## config.mk

```make
export PLATFORM = sky130hd
export DESIGN_NAME = bcba_ctrl
export DESIGN_NICKNAME = d
export VERILOG_FILES = /design/src/design/bcba_pkg.sv /design/src/design/bcba_ctrl.sv
export SDC_FILE = /design/constraint.sdc
export NUM_CORES = 1
export LEC_CHECK = 0
export BUFFER_PORTS_ARGS = -buffer_cell sky130_fd_sc_hd__buf_2
export CAP_MARGIN = 10
export CORE_MARGIN = 2
export CORE_UTILIZATION = 50
export CTS_BUF_LIST = sky130_fd_sc_hd__clkbuf_8
export CTS_CLUSTER_SIZE = 14
export DETAILED_ROUTE_END_ITERATION = 12
export PLACE_DENSITY_LB_ADDON = 0.2
export SLEW_MARGIN = 5
export SYNTH_ARGS = -nofsm -noshare
export SYNTH_HDL_FRONTEND = slang
export SYNTH_SLANG_ARGS = --single-unit
export TNS_END_PERCENT = 100
```

## constraint.sdc

```tcl
create_clock -name aclk -period 1.6 [get_ports aclk]
set_input_delay 0.32 -clock aclk [delete_from_list [all_inputs] [get_ports aclk]]
set_output_delay 0.32 -clock aclk [all_outputs]
set_load 0.005 [all_outputs]
```

## src/design/bcba_pkg.sv

```systemverilog
// Shared types and constants for the first-fit bitmap block allocator.
// Holds field widths, operation codes and the controller/datapath interface structs.
// Used by every allocator module except bcba_ram; depends on nothing.
package bcba_pkg;

    localparam int WORD_BITS      = 32;
    localparam int BIT_W          = 5;
    localparam int MAX_BLOCKS_DEF = 4096;

    localparam int OP_W    = 2;
    localparam int IDX_W   = 16;
    localparam int LEN_W   = 13;
    localparam int FIRST_W = 12;
    localparam int CFG_W   = 13;

    localparam int S_TDATA_W = 32;
    localparam int M_TDATA_W = 16;
    localparam int APB_AW    = 3;
    localparam int APB_DW    = 32;

    localparam logic [CFG_W-1:0] ACTIVE_RESET = 13'd4096;

    // Register index as decoded from paddr[2].
    localparam logic REG_ACTIVE_BLOCKS = 1'b0;

    typedef enum logic [OP_W-1:0] {
        OP_CLEAR = 2'd0,
        OP_ALLOC = 2'd1,
        OP_MARK  = 2'd2,
        OP_TEST  = 2'd3
    } op_t;

    typedef struct packed {
        logic load;
        logic clr_step;
        logic scan_step;
        logic mark_rd;
        logic mark_wr;
        logic one_rd;
        logic one_upd;
        logic res_fail;
        logic out_load;
    } dp_cmd_t;

    typedef struct packed {
        logic addr_last;
        logic triv_fail;
        logic hit;
        logic scan_end;
        logic mark_last;
        logic in_range;
    } dp_sts_t;

endpackage

```

## src/design/bcba_ctrl.sv

```systemverilog
// Controller state machine of the bitmap allocator: sequences clear, scan, mark and test.
// Issues dp_cmd_t to bcba_dp and owns both channel handshakes; depends on bcba_pkg.
module bcba_ctrl
    import bcba_pkg::*;
(
    input  logic    aclk,
    input  logic    aresetn,
    input  logic    s_tvalid,
    output logic    s_tready,
    input  op_t     in_op,
    output logic    m_tvalid,
    input  logic    m_tready,
    input  dp_sts_t sts,
    output dp_cmd_t cmd
);

    typedef enum logic [8:0] {
        ST_INIT = 9'b000000001,
        ST_IDLE = 9'b000000010,
        ST_CLR  = 9'b000000100,
        ST_SCAN = 9'b000001000,
        ST_MRD  = 9'b000010000,
        ST_MWR  = 9'b000100000,
        ST_ORD  = 9'b001000000,
        ST_OUPD = 9'b010000000,
        ST_DONE = 9'b100000000
    } state_t;

    state_t state_reg;
    state_t state_next;
    logic   m_tvalid_reg;
    logic   out_free;

    assign s_tready = state_reg == ST_IDLE;
    assign m_tvalid = m_tvalid_reg;
    assign out_free = !m_tvalid_reg || m_tready;

    always_comb begin
        state_next = state_reg;
        cmd        = '0;
        case (state_reg)
            ST_INIT: begin
                cmd.clr_step = 1'b1;
                if (sts.addr_last) begin
                    state_next = ST_IDLE;
                end
            end
            ST_IDLE: begin
                if (s_tvalid) begin
                    cmd.load = 1'b1;
                    case (in_op)
                        OP_CLEAR: state_next = ST_CLR;
                        OP_ALLOC: state_next = ST_SCAN;
                        default:  state_next = ST_ORD;
                    endcase
                end
            end
            ST_CLR: begin
                cmd.clr_step = 1'b1;
                if (sts.addr_last) begin
                    state_next = ST_DONE;
                end
            end
            ST_SCAN: begin
                if (sts.triv_fail) begin
                    cmd.res_fail = 1'b1;
                    state_next   = ST_DONE;
                end else begin
                    cmd.scan_step = 1'b1;
                    if (sts.hit) begin
                        state_next = ST_MRD;
                    end else if (sts.scan_end) begin
                        cmd.res_fail = 1'b1;
                        state_next   = ST_DONE;
                    end
                end
            end
            ST_MRD: begin
                cmd.mark_rd = 1'b1;
                state_next  = ST_MWR;
            end
            ST_MWR: begin
                cmd.mark_wr = 1'b1;
                state_next  = sts.mark_last ? ST_DONE : ST_MRD;
            end
            ST_ORD: begin
                cmd.one_rd = 1'b1;
                state_next = sts.in_range ? ST_OUPD : ST_DONE;
            end
            ST_OUPD: begin
                cmd.one_upd = 1'b1;
                state_next  = ST_DONE;
            end
            ST_DONE: begin
                if (out_free) begin
                    cmd.out_load = 1'b1;
                    state_next   = ST_IDLE;
                end
            end
            default: begin
                state_next = ST_IDLE;
            end
        endcase
    end

    always_ff @(posedge aclk) begin
        if (!aresetn) begin
            state_reg    <= ST_INIT;
            m_tvalid_reg <= 1'b0;
        end else begin
            state_reg <= state_next;
            if (cmd.out_load) begin
                m_tvalid_reg <= 1'b1;
            end else if (m_tready) begin
                m_tvalid_reg <= 1'b0;
            end
        end
    end

endmodule

```

==> qor.csv, run 1 <==
metric;value;unit
grt_worst_setup_endpoint;cmd[5];
synth-edff-count;0;
ys_ff_latch;10;
numCtsBuffers;3;
initial_core_util;52.5;%
ys_types;36;
gp_congestion;0.921;
syn_nets;96;
error;[ERROR DPL-0038] Utilization greater than 100%, impossible to legalize;
fp.dieH;40.7;um
status;stopped before the end;
cts_hold_buffers;0;
cts_sinks;10;
haltStage;global routing (5_1_grt);
worst_endpoint_kind;primary output;
rows;13;
ys_warn_count;0;
numPortBuffers;22;
cts.path.max_buffers;2;
dp_cells;129;
die_x;40.7;um
netlist_area;674;um2
io_pins;23;
synth-seq-area-share;29.7;%
ys_async_sr_fraction;0;%
ctsHtreeMaxLevel;1;
hpwl;1310;um
syn_inst;84;
synthFlopType;dfxtp_1;
syn-mean-instance-area;8.03;um2
grt_max_degree;15;
root_buffer;clkbuf_8;
[Yosys cell counts, types with 2 or more instances]
cell type | number | area [um2]
dfxtp_1 | 10 | 200
xor2_1 | 3 | 26.3
nor4b_1 | 3 | 26.3
nor2_1 | 8 | 30.0
buf_6 | 2 | 22.5
o21ai_0 | 4 | 20.0
a21boi_0 | 2 | 15.0
nand4b_1 | 2 | 17.5
nand2_1 | 7 | 26.3
nor3_1 | 3 | 15.0
nor2b_1 | 3 | 18.8
and3_1 | 3 | 18.8
nor4_1 | 2 | 12.5
a21oi_1 | 2 | 10.0
nand4_1 | 3 | 18.8
nand3_1 | 3 | 15.0
inv_1 | 5 | 18.8
[kinds of logic after synthesis]
family                    after synthesis  share of synthesized area [%]
xor gates and xnor gates                3                           3.90
buffers and inverters                   9                           7.42
DFF                                    10                           29.7
and+or+nand+nor                        47                           44.5
AOI/OAI and AO/OA                      15                           14.5
[metrics by stage]
stage	hold slack (ns)	cell area, um2	setup WS, ns	TNS, ns
after floorplan	0.382	674	0.0112	0
after global placement	0.559	862	-0.0130	-0.0230
after detailed placement	0.560	862	-0.0476	-0.138
after CTS	0.316	1130	-0.251	-1.07
[what timing repair did]
action | CTS
resized for setup | 20
cloned | 1
buffers inserted | 14
pin swaps | 11
endpoints found under the setup margin | 11
==> run 2: changes to the inputs <==
- CORE_AREA: unset -> 2 2 63 65
- CORE_MARGIN: 2 -> unset
- CORE_UTILIZATION: 50 -> unset
- CTS_BUF_LIST: sky130_fd_sc_hd__clkbuf_8 -> unset
- CTS_CLUSTER_SIZE: 14 -> unset
- DIE_AREA: unset -> 0 0 65 67
- PLACE_DENSITY_LB_ADDON: 0.2 -> 0.15
==> qor.csv, run 2 <==
metric;value;unit
postRouteWirelength;2560;um
numCtsBuffers;3;
rows;22;
yosys.area_share.simple;44.5;%
final-hold-violation-count;0;
syn_inst;84;
critPathMaxFanout;3;
root_buffer;clkbuf_8;
grt_overflow;0;
grt_pass1_vias;766;
cts.path.max_buffers;2;
relSlewSlack;82.6;%
syn_nets;96;
rr_worst_depth;7;
status;complete, but fails checks;
holdPathStages;2;
path_clk_slew;0.05;ns
numPortBuffers;22;
rsz0062_at_grt;true;
fin_crit_sh;119;%
fmax;525;MHz
nFillCells;384;
grt_max_degree;11;
drtPass1Iterations;4;
cts_tree;yes;
antenna_found_initial;0;
pre_cts_slack;-0.0599;ns
end_kind;output pin;
synthTopCellsByArea;dfxtp_1 (30%), nor2_1 (4.5%), nand2_1 (3.9%), nor4b_1 (3.9%), xor2_1 (3.9%);
synth.area.mux_share;0;%
power_per_cell_area;575;nW/um2
ys_types;36;
required;1.28;ns
die_x;65;um
ys_async_sr_fraction;0;%
synthFlopType;dfxtp_1;
track_usage;11.0;%
synth_compound_area_share;14.5;%
ctsHtreeMaxLevel;1;
wl_met2;1270;um
cts_hold_buffers;0;
initial_core_util;18.7;%
wire_per_inst;13.5;um
finalSetupViolCount;12;
netlist_area;674;um2
top_layer;met4;
synth-seq-area-share;29.7;%
wl_met1;1190;um
synth_top_family_by_area;simple AND/OR/NAND/NOR gates;
layout_common_cells;buf_4 (24), buf_2 (22), buf_6 (11);
synthAdderAreaFrac;0;%
ys_warn_count;0;
area_growth;97.2;%
timing.final.ws_setup;-0.306;ns
period_needed;1.91;ns
hpwl;1710;um
insertion_delay;0.24;ns
worstHoldPathType;in -> reg;
synth.most_common_cell;dfxtp_1;
violations;setup timing;
cap_viol_max_count;0;
drv_slew;0;
r2r-start;state_reg[1]$_SDFFE_PN0P_;
mostFrequentLayoutCell;buf_4;
viasPerCell;4.50;
path_class;reg -> out;
netlist.area_leader.share;29.7;%
final_util;36.9;%
holdPathEnd;state_reg[7]$_SDFFE_PN0P_;
tightest_slew;0.260;ns
syn-mean-instance-area;8.03;um2
crit_path_start_kind;flop;
vias;851;
netlist.top_cell.by_area;dfxtp_1;
core-area;3610;um2
finalSetupTns;-1.83;ns
ir_worst_vdd;0.000166;V
gp_congestion;0.784;
dr_wl_met3;68;um
arrival;1.59;ns
drc;0;
fp.dieH;67;um
ys_ff_latch;10;
hp-start;sts[0];
skew;0.000544;ns
io_pins;23;
drive_gt1_share;61.7;%
r2r-end;state_reg[2]$_SDFFE_PN0P_;
diodes;0;
synth_xor_xnor_area_share;3.90;%
largest_reg_flops;9;
nets;154;
cts_sinks;10;
grt_pass1_wl;3550;um
dieArea;4360;um2
power_leakage;0.607;nW
yosys-top-cells-count;dfxtp_1 (10), nor2_1 (8), nand2_1 (7);
ant_nets;0;
drtIter0Drc;18;
synth-edff-count;0;
r2r_slack;-0.05;ns
-- run 2: critical path, cell delays in order, from the launching register on --
cell and delay [ns]:
dfxtp_1 0.31, or4_4 0.55, buf_6 0.14, nor4_4 0.18, buf_2 0.17
-- run 2: metrics by stage --
| step | cell area [um2] | std cells | power, mW | hold WS, ns |
|---|---|---|---|---|
| after floorplan | 674 | 84 | 0.314 | 0.382 |
| after global placement | 986 | 173 | 0.366 | 0.566 |
| after detailed placement | 986 | 173 | 0.366 | 0.581 |
| after CTS | 1160 | 181 | 0.719 | 0.336 |
| after global routing | 1330 | 189 | 0.792 | 0.350 |
| final | 1330 | 189 | 0.765 | 0.331 |
-- run 2: where the power goes --
part	switching [mW]	leakage, nW	internal [mW]
sequential	0.00554	0.0826	0.255
combinational	0.0797	0.496	0.0957
clock	0.112	0.0288	0.217
total	0.198	0.607	0.568
-- run 2: how the worst max path moves through the flow --
stage / startpoint / to
6_report: state_reg[8]$_SDFFE_PN0P_ / cmd[4]
5_1_grt: state_reg[8]$_SDFFE_PN0P_ / cmd[4]
4_1_cts: state_reg[8]$_SDFFE_PN0P_ / cmd[5]
3_5_place_dp: state_reg[8]$_SDFFE_PN0P_ / cmd[4]
3_3_place_gp: state_reg[8]$_SDFFE_PN0P_ / state_reg[2]$_SDFFE_PN0P_
2_1_floorplan: state_reg[0]$_SDFFE_PN1P_ / cmd[5]
-- run 2: area by class of cell --
cell class / count / area [um2] / area share, %
multi-input combinational: 65 / 573 / 43.1
timing repair buffer: 57 / 414 / 31.1
sequential: 10 / 209 / 15.7
tap: 48 / 60.1 / 4.52
clock buffer: 4 / 55.1 / 4.14
inverter: 5 / 18.8 / 1.41
-- run 2: repair_timing --
action                                  CTS  global route
hold endpoints to repair                  0             0
pin swaps                                 8            18
resized for setup                        17            28
buffers inserted                          3             9
endpoints found under the setup margin   12            16
cloned                                    1             0
-- run 2: layer usage --
| layer | global-route usage (%) | vias to the layer above |
|---|---|---|
| li1 | - | 422 |
| met1 | 14.6 | 408 |
| met5 | 0 | - |
| met4 | 5.59 | 0 |
| met3 | 1.01 | 2 |
| met2 | 17.5 | 19 |
-- run 2: cells by family after synthesis --
| kind of cell | after synthesis |
|---|---|
| and+or+nand+nor | 47 |
| AOI/OAI and AO/OA | 15 |
| DFF | 10 |
| buffers and inverters | 9 |
| xor gates and xnor gates | 3 |
Power figures use the tool's default switching activity.
==> run 3: changes to the inputs <==
- PLACE_DENSITY_LB_ADDON: 0.15 -> unset
- SETUP_SLACK_MARGIN: unset -> 0.4
==> qor.csv, run 3 (same netlist as run 2, synthesis figures left out) <==
metric;value;unit
status;complete, but fails checks;
violations;setup timing;
worstHoldPathType;in -> reg;
fp.dieH;67;um
layout_common_cells;buf_2 (22), buf_4 (18), buf_6 (12);
numPortBuffers;22;
cpPeakStageDelay;0.40;ns
grt_max_degree;11;
register_area;209;um2
hpwl;1590;um
postRouteWirelength;2640;um
required;1.28;ns
path_delay_family;simple AND/OR/NAND/NOR gates;
mostFrequentLayoutCell;buf_2;
drtPass1Iterations;4;
path_cells;buf_4 > nor4b_4 > nand4b_1 > inv_1 > buf_2;
hp-start;sts[0];
fmax;546;MHz
ant_nets;0;
viasPerCell;4.62;
end_kind;output pin;
arrival;1.51;ns
die_x;65;um
cts.path.max_buffers;2;
grt_pass1_vias;855;
initial_core_util;18.7;%
cap_viol_max_count;0;
core-area;3610;um2
crit_start;state_reg[8]$_SDFFE_PN0P_;
diodes;0;
nFillCells;368;
cts_sinks;10;
crit_path_start_kind;flop;
grt_pass1_wl;4210;um
grt_overflow;0;
antenna_found_initial;0;
power_leakage;0.587;nW
relSlewSlack;76.8;%
largest_reg_flops;9;
rsz0062_at_grt;true;
dieArea;4360;um2
fin_crit_sh;114;%
final-hold-violation-count;0;
tightest_slew;0.346;ns
area_growth;95.4;%
period_needed;1.83;ns
io_pins;23;
nets;149;
insertion_delay;0.24;ns
final_util;36.5;%
cp_num_buf_inv;3;
ctsHtreeMaxLevel;1;
critPathSlowestCell;nor4b_4;
numCtsBuffers;3;
ir_worst_vdd;0.000263;V
timing.final.ws_setup;-0.232;ns
power_per_cell_area;554;nW/um2
critPathMaxFanout;5;
skew;0.00187;ns
rows;22;
track_usage;12.9;%
path_clk_slew;0.05;ns
r2r-start;state_reg[8]$_SDFFE_PN0P_;
vias;850;
wire_per_inst;14.3;um
cts_tree;yes;
drv_slew;0;
multi_input_area;594;um2
path_class;reg -> out;
root_buffer;clkbuf_8;
gp_congestion;0.899;
drtIter0Drc;18;
finalSetupViolCount;13;
drive_gt1_share;64.7;%
drc;0;
whs;0.320;ns
p_total;730;uW
==> run 3: final cells by class <==
class                   instances  share of cell area, %
multi-input cells              65                   45.1
flip-flops and latches         10                   15.9
clock buffers                   4                   4.18
well taps                      48                   4.56
inverters                       5                   1.42
repair buffers                 52                   28.9
==> run 3: per-stage QoR <==
step / cell area (um2) / TNS [ns] / setup slack [ns] / cells
2_1_floorplan: 688 / 0 / 0.0910 / 84
3_3_place_gp: 923 / -0.132 / -0.0953 / 163
3_5_place_dp: 923 / -0.0690 / -0.0690 / 163
4_1_cts: 1250 / -0.986 / -0.227 / 181
5_1_grt: 1320 / -2.69 / -0.303 / 184
6_report: 1320 / -1.64 / -0.232 / 184
==> run 3: final timing paths <==
path                                                  end  slack [ns]  cells after the start
worst max-delay path                               cmd[6]       -0.23                      5
worst max register to register  state_reg[1]$_SDFFE_PN0P_       -0.17                     10
worst min register to register  state_reg[5]$_SDFFE_PN0P_        0.64                      2
worst min-delay path            state_reg[7]$_SDFFE_PN0P_        0.32                      2
==> run 3: routing by layer <==
layer / track usage [%] / part of all wire [%] / vias to the layer above
met5: 0 / 0 / -
met4: 3.19 / 1.3 / 0
met3: 3.89 / 5.1 / 4
met2: 22.7 / 51 / 21
met1: 15.2 / 43 / 414
li1: - / - / 411
==> run 3: power by group <==
group	switching, mW	internal, mW
Combinational	0.0684	0.0724
Clock	0.105	0.217
Sequential	0.0115	0.256
==> run 3: repair_timing <==
| item | in CTS | in global routing |
|---|---|---|
| hold buffers | 0 | 0 |
| setup buffers | 14 | 3 |
| pin swaps | 14 | 7 |
| gates resized for setup | 36 | 11 |
| endpoints found under the setup margin | 20 | 20 |
